--- src/design/wpm_pkg.sv ---
`timescale 1ns / 1ps
// ----------------------------------------------------------------------------
// Wildcard pattern line matcher package
// Shared item types, opcodes, character constants and the position compare.
// ----------------------------------------------------------------------------
package wpm_pkg;

   localparam int DEFAULT_MAX_PATTERN = 128;
   localparam int MAX_MASK_LEN        = 100;

   localparam logic [1:0] OP_LOAD = 2'd0;
   localparam logic [1:0] OP_TEXT = 2'd1;
   localparam logic [1:0] OP_EOL  = 2'd2;

   localparam logic KIND_MATCH  = 1'b0;
   localparam logic KIND_REJECT = 1'b1;

   localparam logic [7:0]  WILDCARD     = 8'd63;
   localparam logic [7:0]  PRINT_LOW    = 8'd32;
   localparam logic [7:0]  PRINT_END    = 8'd127;
   localparam logic [7:0]  RESET_LENGTH = 8'd1;
   localparam logic [15:0] SAT16        = 16'hFFFF;
   localparam logic [1:0]  WILD_TOO_MANY = 2'd3;

   typedef struct packed {
      logic [1:0] opcode;
      logic [7:0] char_value;
      logic [6:0] pattern_index;
   } req_item_type;

   typedef struct packed {
      logic        result_kind;
      logic [15:0] line_number;
      logic [15:0] start_column;
      logic [7:0]  first_fill_char;
      logic [7:0]  second_fill_char;
   } rsp_item_type;

   typedef struct packed {
      logic shift_text;
      logic rotate;
   } cell_ctrl_type;

   typedef struct packed {
      logic hit;
      logic wild;
   } cell_stat_type;

   function automatic logic pos_match(input logic [7:0] pat, input logic [7:0] txt);
      logic result;
      if (pat == WILDCARD) begin
         result = (txt >= PRINT_LOW) && (txt < PRINT_END) && (txt != WILDCARD);
      end else begin
         result = (pat == txt);
      end
      return result;
   endfunction

endpackage

--- src/design/wpm_cell.sv ---
`timescale 1ns / 1ps
// ----------------------------------------------------------------------------
// Matcher cell
// Holds one text byte and one pattern byte, passes text to its left neighbor
// and pattern to its right neighbor, and compares the two.
// ----------------------------------------------------------------------------
module wpm_cell (
   input  logic                   clock,
   input  wpm_pkg::cell_ctrl_type ctrl,
   input  logic                   active,
   input  logic [7:0]             text_from_right,
   input  logic [7:0]             pat_from_left,
   input  logic                   wr_en,
   input  logic [7:0]             wr_data,
   output logic [7:0]             text_out,
   output logic [7:0]             pat_out,
   output wpm_pkg::cell_stat_type stat
);
   import wpm_pkg::*;

   logic [7:0] text_ff, text_in;
   logic [7:0] pat_ff, pat_in;

   always_comb begin
      text_in = text_ff;
      if (ctrl.shift_text) begin
         text_in = text_from_right;
      end
      pat_in = pat_ff;
      if (wr_en) begin
         pat_in = wr_data;
      end else if (ctrl.rotate) begin
         pat_in = pat_from_left;
      end
   end

   always_ff @(posedge clock) begin
      text_ff <= text_in;
      pat_ff  <= pat_in;
   end

   assign text_out  = text_ff;
   assign pat_out   = pat_ff;
   assign stat.hit  = !active || pos_match(pat_ff, text_ff);
   assign stat.wild = active && (pat_ff == WILDCARD);

endmodule

--- src/design/wpm_scan.sv ---
`timescale 1ns / 1ps
// ----------------------------------------------------------------------------
// Wildcard scan tree
// Counts the wildcards in the active cells, saturating at three, and finds
// the cells of the first two, registered once per cycle.
// ----------------------------------------------------------------------------
module wpm_scan #(
   parameter int MAX_PATTERN = wpm_pkg::DEFAULT_MAX_PATTERN
) (
   input  logic                           clock,
   input  logic [MAX_PATTERN-1:0]         wild,
   output logic [1:0]                     wild_count,
   output logic [$clog2(MAX_PATTERN)-1:0] first_cell,
   output logic [$clog2(MAX_PATTERN)-1:0] second_cell
);
   import wpm_pkg::*;

   localparam int CELL_W = $clog2(MAX_PATTERN);
   localparam int LEAVES = 2 ** CELL_W;

   typedef struct packed {
      logic [1:0]        cnt;
      logic [CELL_W-1:0] first;
      logic [CELL_W-1:0] second;
   } node_type;

   function automatic node_type combine(input node_type lo, input node_type hi);
      node_type   res;
      logic [2:0] sum;
      sum = {1'b0, lo.cnt} + {1'b0, hi.cnt};
      res.cnt = (sum > 3'd3) ? WILD_TOO_MANY : sum[1:0];
      res.first = (lo.cnt != 2'd0) ? lo.first : hi.first;
      if (lo.cnt >= 2'd2) begin
         res.second = lo.second;
      end else if (lo.cnt == 2'd1) begin
         res.second = hi.first;
      end else begin
         res.second = hi.second;
      end
      return res;
   endfunction

   node_type node [2*LEAVES-1];

   logic [1:0]        count_ff;
   logic [CELL_W-1:0] first_ff;
   logic [CELL_W-1:0] second_ff;

   genvar j;
   generate
      for (j = 0; j < LEAVES; j++) begin : g_leaf
         if (j < MAX_PATTERN) begin : g_used
            assign node[LEAVES-1+j].cnt    = {1'b0, wild[j]};
            assign node[LEAVES-1+j].first  = CELL_W'(j);
            assign node[LEAVES-1+j].second = CELL_W'(j);
         end else begin : g_pad
            assign node[LEAVES-1+j] = '0;
         end
      end
      for (j = 0; j < LEAVES-1; j++) begin : g_node
         assign node[j] = combine(node[2*j+1], node[2*j+2]);
      end
   endgenerate

   always_ff @(posedge clock) begin
      count_ff  <= node[0].cnt;
      first_ff  <= node[0].first;
      second_ff <= node[0].second;
   end

   assign wild_count  = count_ff;
   assign first_cell  = first_ff;
   assign second_cell = second_ff;

endmodule

--- src/design/wildcard_pattern_line_matcher.sv ---
`timescale 1ns / 1ps
// ----------------------------------------------------------------------------
// Wildcard pattern line matcher
// Streams text lines through a row of matcher cells and reports every
// occurrence of a pattern with up to two single-character wildcards.
// ----------------------------------------------------------------------------
// Items enter on the req_ channel: pattern loads, text characters and line
// ends. Results leave on the rsp_ channel, a match or a mask rejection, at
// most one per item. The csr_ port writes the pattern length.
// A text or line-end item is evaluated in the cycle after its acceptance, and
// its result is then registered in the output register that drives rsp_. The
// rate is one item per cycle while req_ready is high, set by the text shift
// line moving one cell per cycle beside the pattern row. A length write
// realigns the pattern row by rotating it one cell per cycle, with req_ready
// low until the row is aligned. Reset clears the column counter, the reject
// flag and the output valid flag, requests a new mask check and sets the
// line counter and the length to one; req_ready is low in reset. When the
// receiver stalls, items that give no result keep flowing; the next item that
// gives one waits in the evaluation stage and req_ready stays low until the
// output register drains.
// ----------------------------------------------------------------------------
module wildcard_pattern_line_matcher #(
   parameter int MAX_PATTERN = wpm_pkg::DEFAULT_MAX_PATTERN
) (
   input  logic                  clock,
   input  logic                  reset,
   input  logic                  req_valid,
   output logic                  req_ready,
   input  wpm_pkg::req_item_type req_item,
   output logic                  rsp_valid,
   input  logic                  rsp_ready,
   output wpm_pkg::rsp_item_type rsp_item,
   input  logic                  csr_write_en,
   input  logic [7:0]            csr_write_data
);
   import wpm_pkg::*;

   localparam int CELL_W = $clog2(MAX_PATTERN);
   localparam int LEN_W  = $clog2(MAX_PATTERN + 1);

   logic [7:0]        len_ff, len_in;
   logic [CELL_W-1:0] rot_ff, rot_in;
   logic [15:0]       line_ff, line_in;
   logic [15:0]       col_ff, col_in;
   logic              chk_ff, chk_in;
   logic              rej_ff, rej_in;
   logic              pend_ff, pend_in;
   logic              pend_text_ff, pend_text_in;
   logic              pend_chk_ff, pend_chk_in;
   logic              rsp_valid_ff, rsp_valid_in;
   rsp_item_type      rsp_ff, rsp_in;

   logic [LEN_W-1:0]  len_eff;
   logic [CELL_W-1:0] rot_target;
   logic              aligned;
   logic              req_fire;
   logic              load_fire;
   logic              stream_fire;
   logic              idx_ok;
   logic [CELL_W-1:0] idx_cell;
   logic [CELL_W:0]   wr_sum;
   logic [CELL_W-1:0] wr_cell;

   cell_ctrl_type     ctrl;
   cell_stat_type     stat [MAX_PATTERN];
   logic [7:0]        cell_text [MAX_PATTERN];
   logic [7:0]        cell_pat [MAX_PATTERN];
   logic [MAX_PATTERN-1:0] hit_vec;
   logic [MAX_PATTERN-1:0] wild_vec;

   logic [1:0]        wild_count;
   logic [CELL_W-1:0] first_cell;
   logic [CELL_W-1:0] second_cell;

   logic              mask_bad;
   logic              reject_now;
   logic              match_now;
   logic              res_valid;
   logic              pend_adv;
   logic              out_load;

   always_comb begin
      if (len_ff == 8'd0) begin
         len_eff = LEN_W'(1);
      end else if (int'(len_ff) > MAX_PATTERN) begin
         len_eff = LEN_W'(MAX_PATTERN);
      end else begin
         len_eff = LEN_W'(len_ff);
      end
   end

   assign rot_target = CELL_W'(MAX_PATTERN - int'(len_eff));
   assign aligned    = (rot_ff == rot_target);

   assign ctrl.shift_text = req_fire && (req_item.opcode == OP_TEXT);
   assign ctrl.rotate     = !aligned;

   assign idx_ok   = int'(req_item.pattern_index) < MAX_PATTERN;
   assign idx_cell = CELL_W'(req_item.pattern_index);

   always_comb begin
      wr_sum = {1'b0, idx_cell} + {1'b0, rot_ff};
      if (wr_sum >= (CELL_W+1)'(MAX_PATTERN)) begin
         wr_sum = wr_sum - (CELL_W+1)'(MAX_PATTERN);
      end
      wr_cell = wr_sum[CELL_W-1:0];
   end

   genvar k;
   generate
      for (k = 0; k < MAX_PATTERN; k++) begin : g_cell
         logic [7:0] from_right;
         logic [7:0] from_left;
         if (k == MAX_PATTERN - 1) begin : g_last
            assign from_right = req_item.char_value;
         end else begin : g_mid
            assign from_right = cell_text[k+1];
         end
         if (k == 0) begin : g_first
            assign from_left = cell_pat[MAX_PATTERN-1];
         end else begin : g_rest
            assign from_left = cell_pat[k-1];
         end
         wpm_cell u_cell (
            .clock           (clock),
            .ctrl            (ctrl),
            .active          (rot_ff <= CELL_W'(k)),
            .text_from_right (from_right),
            .pat_from_left   (from_left),
            .wr_en           (load_fire && idx_ok && (wr_cell == CELL_W'(k))),
            .wr_data         (req_item.char_value),
            .text_out        (cell_text[k]),
            .pat_out         (cell_pat[k]),
            .stat            (stat[k])
         );
         assign hit_vec[k]  = stat[k].hit;
         assign wild_vec[k] = stat[k].wild;
      end
   endgenerate

   wpm_scan #(
      .MAX_PATTERN (MAX_PATTERN)
   ) u_scan (
      .clock       (clock),
      .wild        (wild_vec),
      .wild_count  (wild_count),
      .first_cell  (first_cell),
      .second_cell (second_cell)
   );

   assign mask_bad   = (wild_count == WILD_TOO_MANY) || (int'(len_eff) > MAX_MASK_LEN);
   assign reject_now = pend_chk_ff && mask_bad && !rej_ff;
   assign match_now  = pend_text_ff && !rej_ff && !reject_now
                       && (col_ff >= 16'(len_eff)) && (&hit_vec);
   assign res_valid  = pend_ff && (reject_now || match_now);
   assign pend_adv   = !res_valid || !rsp_valid_ff || rsp_ready;
   assign out_load   = res_valid && (!rsp_valid_ff || rsp_ready);

   assign req_ready   = !reset && aligned && (!pend_ff || pend_adv);
   assign req_fire    = req_valid && req_ready;
   assign load_fire   = req_fire && (req_item.opcode == OP_LOAD);
   assign stream_fire = req_fire
                        && ((req_item.opcode == OP_TEXT) || (req_item.opcode == OP_EOL));

   always_comb begin
      len_in       = len_ff;
      rot_in       = rot_ff;
      line_in      = line_ff;
      col_in       = col_ff;
      chk_in       = chk_ff;
      rej_in       = rej_ff;
      pend_in      = pend_ff;
      pend_text_in = pend_text_ff;
      pend_chk_in  = pend_chk_ff;
      rsp_valid_in = rsp_valid_ff;
      rsp_in       = rsp_ff;

      if (csr_write_en) begin
         len_in = csr_write_data;
         chk_in = 1'b1;
      end

      if (!aligned) begin
         rot_in = (rot_ff == CELL_W'(MAX_PATTERN - 1)) ? '0 : rot_ff + CELL_W'(1);
      end

      if (pend_ff && pend_adv) begin
         pend_in = 1'b0;
         if (reject_now) begin
            rej_in = 1'b1;
         end
      end

      if (req_fire) begin
         case (req_item.opcode)
            OP_LOAD: begin
               chk_in = 1'b1;
               if (req_item.pattern_index == 7'd0) begin
                  rej_in = 1'b0;
               end
            end
            OP_TEXT: begin
               if (col_ff != SAT16) begin
                  col_in = col_ff + 16'd1;
               end
            end
            OP_EOL: begin
               if (line_ff != SAT16) begin
                  line_in = line_ff + 16'd1;
               end
               col_in = 16'd0;
            end
            default: begin
            end
         endcase
      end

      if (stream_fire) begin
         pend_in      = 1'b1;
         pend_text_in = (req_item.opcode == OP_TEXT);
         pend_chk_in  = chk_ff;
         chk_in       = 1'b0;
      end

      if (out_load) begin
         rsp_valid_in         = 1'b1;
         rsp_in.line_number   = line_ff;
         if (reject_now) begin
            rsp_in.result_kind      = KIND_REJECT;
            rsp_in.start_column     = 16'd0;
            rsp_in.first_fill_char  = 8'd0;
            rsp_in.second_fill_char = 8'd0;
         end else begin
            rsp_in.result_kind      = KIND_MATCH;
            rsp_in.start_column     = col_ff - 16'(len_eff) + 16'd1;
            rsp_in.first_fill_char  = (wild_count >= 2'd1) ? cell_text[first_cell] : 8'd0;
            rsp_in.second_fill_char = (wild_count >= 2'd2) ? cell_text[second_cell] : 8'd0;
         end
      end else if (rsp_ready) begin
         rsp_valid_in = 1'b0;
      end
   end

   always_ff @(posedge clock) begin
      if (reset) begin
         len_ff       <= RESET_LENGTH;
         rot_ff       <= CELL_W'(MAX_PATTERN - 1);
         line_ff      <= 16'd1;
         col_ff       <= 16'd0;
         chk_ff       <= 1'b1;
         rej_ff       <= 1'b0;
         pend_ff      <= 1'b0;
         rsp_valid_ff <= 1'b0;
      end else begin
         len_ff       <= len_in;
         rot_ff       <= rot_in;
         line_ff      <= line_in;
         col_ff       <= col_in;
         chk_ff       <= chk_in;
         rej_ff       <= rej_in;
         pend_ff      <= pend_in;
         rsp_valid_ff <= rsp_valid_in;
      end
   end

   always_ff @(posedge clock) begin
      pend_text_ff <= pend_text_in;
      pend_chk_ff  <= pend_chk_in;
      rsp_ff       <= rsp_in;
   end

   assign rsp_valid = rsp_valid_ff;
   assign rsp_item  = rsp_ff;

endmodule

--- config.mk ---
export PLATFORM = sky130hd
export DESIGN_NAME = wildcard_pattern_line_matcher
export DESIGN_NICKNAME = d
export VERILOG_FILES = /design/src/design/wpm_pkg.sv /design/src/design/wpm_cell.sv /design/src/design/wpm_scan.sv /design/src/design/wildcard_pattern_line_matcher.sv
export SDC_FILE = /design/constraint.sdc
export NUM_CORES = 2
export LEC_CHECK = 0
export BUFFER_PORTS_ARGS = -buffer_cell sky130_fd_sc_hd__buf_2
export CAP_MARGIN = 20
export CORE_MARGIN = 8
export CORE_UTILIZATION = 40
export CTS_BUF_LIST = sky130_fd_sc_hd__clkbuf_4 sky130_fd_sc_hd__clkbuf_8 sky130_fd_sc_hd__clkbuf_16
export CTS_CLUSTER_DIAMETER = 60
export DETAILED_ROUTE_END_ITERATION = 6
export GPL_TIMING_DRIVEN = 0
export HOLD_SLACK_MARGIN = 0.03
export SYNTH_ARGS = -nofsm -noshare
export SYNTH_HDL_FRONTEND = slang
export SYNTH_SLANG_ARGS = --single-unit
--- constraint.sdc ---
create_clock -name clock -period 26.7 [get_ports clock]
set_clock_uncertainty 0.2 [all_clocks]
set_input_delay 1.335 -clock clock [delete_from_list [all_inputs] [get_ports clock]]
set_output_delay 1.335 -clock clock [all_outputs]
set_load 0.01 [all_outputs]
==> Yosys cells after proc, flatten, opt, wreduce, memory -nomap -nowiden <==
Cells that the tools add are included.
{ "word_totals": {"ff_bits": 2166, "out_inout_bits": 51, "elab_cells": 3493} }
{ "classes": {"addsub": 135, "n_lt_le_gt_ge": 646, "n_eq_ne": 710, "n_mux": 853, "bitwise_logic": 4, "n_reduce_logical": 871} }
{ "op_table": {"columns": ["cell", "n"], "rows": [
  ["$mux W8", 262],
  ["$eq A8 B6 Y1 const B", 128],
  ["$eq A8 B8 Y1", 128],
  ["$ge A8 B6 Y1 const B", 128],
  ["$lt A8 B7 Y1 const B", 128],
  ["$ne A8 B6 Y1 const B", 128],
  ["$mux W7", 129],
  ["$logic_and A1 B1 Y1", 527],
  ["$eq A7 B7 Y1 const B", 65],
  ["$le A7 B7 Y1 const B", 64],
  ["$gt A3 B2 Y1 const B", 127],
  ["$mux W2", 158],
  ["$mux W1", 270],
  ["$ne A2 B1 Y1 const B", 129],
  ["$eq A7 B6 Y1 const B", 32],
  ["$le A7 B6 Y1 const B", 32],
  ["$add A2 B2 Y3", 63],
  ["$logic_or A1 B1 Y1", 135],
  ["$logic_not A1 Y1", 134],
  ["$reduce_bool A2 Y1", 66],
  ["$add A1 B1 Y2", 64],
  ["$eq A2 B1 Y1 const B", 64],
  ["$ge A1 B2 Y1 const B", 64],
  ["$ge A2 B2 Y1 const B", 64],
  ["39 further kinds", 130]
]} }

==> Depth between registers and ports, before layout <==
{ "depth": {"ltp_word": 23, "ltp_mapped": 31, "ltp_nobuf": 28} }

==> Modules after synthesis <==
A second synthesis with hierarchy kept.
{ "unflattened": {"hier_cells": 8761, "hier_area_um2": 125658.0} }
{ "modules_own_cells": {"columns": ["mod", "n_inst", "cells_per_inst", "area_per_inst_um2", "seq_area_each_um2"], "rows": [
  ["wpm_cell", 128, 46, 729.4, 480.5],
  ["wildcard_pattern_line_matcher", 1, 1916, 24064.3, 2552.4],
  ["wpm_scan", 1, 957, 8224.1, 320.3]
]} }

==> Worst setup path before layout <==
Ideal clock, no wire load.
{ "synth_path": {"path_kind": "flip-flop to flip-flop", "start": "reg rot_ff[1]", "end": "reg g_cell[0].u_cell.text_ff[0], enable pin", "setup_ps": 1525, "arrival_ps": 25911, "t_required_ps": 24975, "setup_slack_ps": -937, "path_stages_with_launch": 17, "path_cell_list": "dfxtp_1 -> buf_2 -> buf_2 -> buf_2 -> inv_1 -> ha_1 -> o21ba_2 -> o21ai_1 -> nor2_1 -> a2111oi_0 -> nor4_1 -> nand4_1 -> nor3_1 -> nand4_1 -> a21boi_0 -> nor3_1 -> and2_1"} }
{ "synth_rtl": {"columns": ["element", "line_no", "source"], "rows": [
  ["from (decl)", "wildcard_pattern_line_matcher.sv:42", "logic [CELL_W-1:0] rot_ff, rot_in;"],
  ["from (signal assigned)", "wildcard_pattern_line_matcher.sv:247", "rot_ff <= CELL_W'(MAX_PATTERN - 1);"],
  ["from (signal assigned)", "wildcard_pattern_line_matcher.sv:256", "rot_ff <= rot_in;"],
  ["to (signal assigned)", "wpm_cell.sv:38", "text_ff <= text_in;"],
  ["to (decl)", "wpm_cell.sv:21", "logic [7:0] text_ff, text_in;"]
]} }

==> results.md <==
Timing:
- The achievable frequency is 76.6 MHz.
- The worst max-slew margin expressed relative to the limit is 0.0709.
- Setup repair after global routing left no endpoint under its margin.
- The number of setup violations in the final report is 0.
- The final worst hold slack is 263 ps.
- The post-layout worst setup margin is 13650 ps.
- The worst path in the final design needs a cycle of 13050 ps, including I/O delays and setup.
- Dividing the final minimum period by the clock period gives 0.489.
- The final count of hold timing violations is 0.
- For the pin with the worst max-slew slack, the measured transition is 1390 ps.
- The final number of max-transition violations was 0.

Place:
- The global placement routability congestion is 1.14.
- Once detailed placement completed, the half-perimeter wirelength came to 526 mm.
- OpenSTA, run right after detailed placement, puts the worst setup slack at 14360 ps.
- During placement, the flow inserted port buffers numbering 79.

Finish:
- The area growth from synthesis to layout is 16.0%.
- The proportion of layout cells with a drive suffix above 1 is 0.307.
- The library cells used most frequently in the layout, excluding fill and tap cells, are 2099 x sky130_fd_sc_hd__edfxtp_1, 733 x sky130_fd_sc_hd__mux2_2, 672 x sky130_fd_sc_hd__mux4_2.
- The library cell used most frequently in the layout, excluding fill and tap cells, is sky130_fd_sc_hd__edfxtp_1.
- The post-layout net count is 9863.
- The utilization after layout is 0.464.
- The number of fill cells is 27943.

Worst setup path:
- The arrival time of the worst setup path is 13650 ps.
- In this run the worst path has a maximum fanout of 10.
- In this design, the stage delay of the slowest critical-path cell is 910 ps.
- The worst setup path is captured at a register.
- The critical path launch point type is a register.
- The startpoint-to-endpoint class of the critical path is reg -> reg.
- Counting stages on the worst path, the most repeated cell is sky130_fd_sc_hd__ha_1.
- The slowest stage of the critical path belongs to the cell sky130_fd_sc_hd__nand2_1.
- At the worst endpoint, the required time is 27300 ps.

Global route:
- The first global-routing pass estimated 854 mm of wire.
- The initial antenna violation count is 145.
- Entering global routing, the biggest net connects 75 pins.
- The via count of the first global-routing pass is 89621.
- The overall fraction of global-route tracks in use is 0.380.
- The total overflow left after global routing is 0.

Power and ir drop:
- For this design the ratio of total power to cell area is 97.9 nW/um2.
- The power after layout is 14.4 mW.
- Across the VDD grid, the largest voltage drop is 0.0000579 V.
- The reported leakage power is 50.4 nW.

Floorplan:
- The die boundary width is 579 um.
- The floorplan step defined a die boundary enclosing 336000 um2.
- The total number of placement rows is 207.
- The floorplan step defined a core boundary enclosing 317000 um2.
- The initial core utilization is 0.401.
- 81 I/O pins were placed.
- The floorplan step set the die height to 579 um.

Synth:
- The number of standard cells after synthesis is 8881.
- The most common flop cell mapped by yosys is sky130_fd_sc_hd__edfxtp_1.
- By area the synthesized netlist is led by sky130_fd_sc_hd__edfxtp_1 50%, sky130_fd_sc_hd__mux4_2 12%, sky130_fd_sc_hd__mux2_2 6.5%.
- The cell accounting for the most synthesized area is sky130_fd_sc_hd__edfxtp_1.
- The sequential area share after synthesis is 0.507.
- The count of flip-flops with a built-in enable after synthesis is 2099.
- The number of nets handed over by synthesis was 9223.
- Of all flip-flops after synthesis, the portion carrying an async set or reset was 0.
- The synthesized area per cell is 14.3 um2.
- The mapped netlist covers 127000 um2.
- The number of warnings reported in the yosys synthesis log is 0.
- The share of synthesized area in the top cell type comes to 0.496.
- The distinct cell type count of the synthesized netlist is 87.
- The flip-flop and latch count after synthesis is 2166.

CTS:
- The number of clock sinks is 2166.
- The clock slew at the register clock pins of the worst setup and hold paths is 60 ps.
- In this run the deepest clock path goes through 4 buffers.
- Post-CTS repair changed the size of 0 cells.
- The clock tree root driver cell is sky130_fd_sc_hd__clkbuf_16.
- The TritonCTS clock tree is done.
- The buffer count from post-CTS setup fixing is 0.
- The clock reaches the later pin of the worst-skew pair after 960 ps.
- The H-tree was split into 5 levels.
- TritonCTS created 283 clock buffers.
- For this design, the CTS-stage hold fixing added 0 buffers.

Routing:
- The violation count after the first detailed-route iteration is 17120.
- The routed length per instance is 46.8 um.
- The routed layout has 97791 vias.
- The total routed wirelength is 659 mm.
- After detailed routing, the number of vias per cell comes to 6.94.
- For this run, design rule violations remaining after detail routing come to 0.
- The number of detailed-routing iterations run before antenna repair is 6.
- Once detail routing completed, the nets flagged for antenna violations numbered 0.

Flow run:
- The count of max-cap constraint violations is 0.

Status:
- The flow ran to the end, and the final reports show no timing, DRC or antenna violations.

Hold path:
- The type of the worst min-delay path is reg -> reg.
[metal layers]
metal  up-vias  routed length (um)  share of wire  GRT usage
met5         -                 643        0.00098    0.00416
met2      8964              262000           0.40      0.513
met4        62               57200          0.087      0.275
met1     50005              235000           0.36      0.475
li1      36702                   -              -          -
met3      2058              104000           0.16      0.177
[final timing paths]
check	start	end	slack, ps	cells after the start
setup / recovery	rot_ff[1]	u_scan.second_cell[0]	13650	31
hold / removal	chk_ff	pend_chk_ff	260	0
setup reg to reg	rot_ff[1]	u_scan.second_cell[0]	13650	31
hold reg to reg	chk_ff	pend_chk_ff	260	0
[sequential cells by signal, indices dropped and copies added (netlist names)]
register	count
pend_ff	1
u_scan.second_cell	7
len_ff	8
col_ff	16
u_scan.wild_count	2
rej_ff	1
pend_text_ff	1
u_scan.first_cell	7
line_ff	16
pend_chk_ff	1
rsp_item	49
g_cell.u_cell.pat_out	1024
rot_ff	7
g_cell.u_cell.text_out	1024
chk_ff	1
rsp_valid	1
[critical path, delay by kind of cell (launching register included)]
kind / cells / cell delay, ps
simple gates: 7 / 3650
fa+ha+maj: 9 / 3350
compound gates: 8 / 2980
buf+inv: 7 / 2140
flops: 1 / 560
[cell families (layout without fill, tap and decap cells)]
| family | after synthesis | after routing | share of synthesized area |
|---|---|---|---|
| multiplexers | 1779 | 1779 | 0.225 |
| flip-flops | 2166 | 2166 | 0.507 |
| AO/OA/AOI/OAI | 695 | 695 | 0.0363 |
| buffers and inverters | 593 | 1462 | 0.0210 |
| AND/OR/NAND/NOR | 2277 | 2277 | 0.103 |
| XOR/XNOR | 1059 | 1059 | 0.0730 |
| other | 0 | 163 | 0 |
| adder cells (fa/ha/maj) | 312 | 312 | 0.0348 |
[per-stage QoR]
step                setup TNS [ps]  std cells  cell area, um2
CTS                              0      13897          146000
finish                           0      14093          147000
floorplan                        0       8881          127000
detailed placement               0      13383          137000
global placement           -667940      13140          133000
global route                     0      13965          147000
[cell usage after synthesis, drive strengths merged, types with 28 or more instances]
library cell and instances:
nand4 299, nor2b 30, nand2b 74, inv 147
clkbuf 280, edfxtp 2099, xor2 666, dfxtp 67
nor3 143, nand2 404, nor4 240, or4 102
ha 244, o22ai 108, xnor2 393, a211oi 77
or2 106, mux2 1037, buf 164, a31oi 28
nand3 312, o21ai 112, mux4 672, mux2i 70
and3 113, fa 68, or3 29, nor2 340
a21oi 148
[power breakdown]
part           switching (mW)  leakage, nW  internal [mW]  total, mW
clock                    1.67         4.62           2.27       3.94
sequential               1.08         19.3           4.90       5.98
combinational            2.77         26.4           1.72       4.49
[cell type report]
| class | instances | area [um2] | area share |
|---|---|---|---|
| Tap cell | 4180 | 5230 | 0.0355 |
| Timing Repair Buffer | 355 | 4740 | 0.0322 |
| Sequential cell | 2166 | 64400 | 0.437 |
| Inverter | 149 | 559 | 0.00380 |
| Buffer | 444 | 2260 | 0.0153 |
| Clock inverter | 177 | 1880 | 0.0127 |
| Clock buffer | 337 | 7530 | 0.0512 |
| Antenna cell | 163 | 408 | 0.00277 |
| Multi-Input combinational cell | 6122 | 60300 | 0.409 |
(Power assumes the default switching activity.)
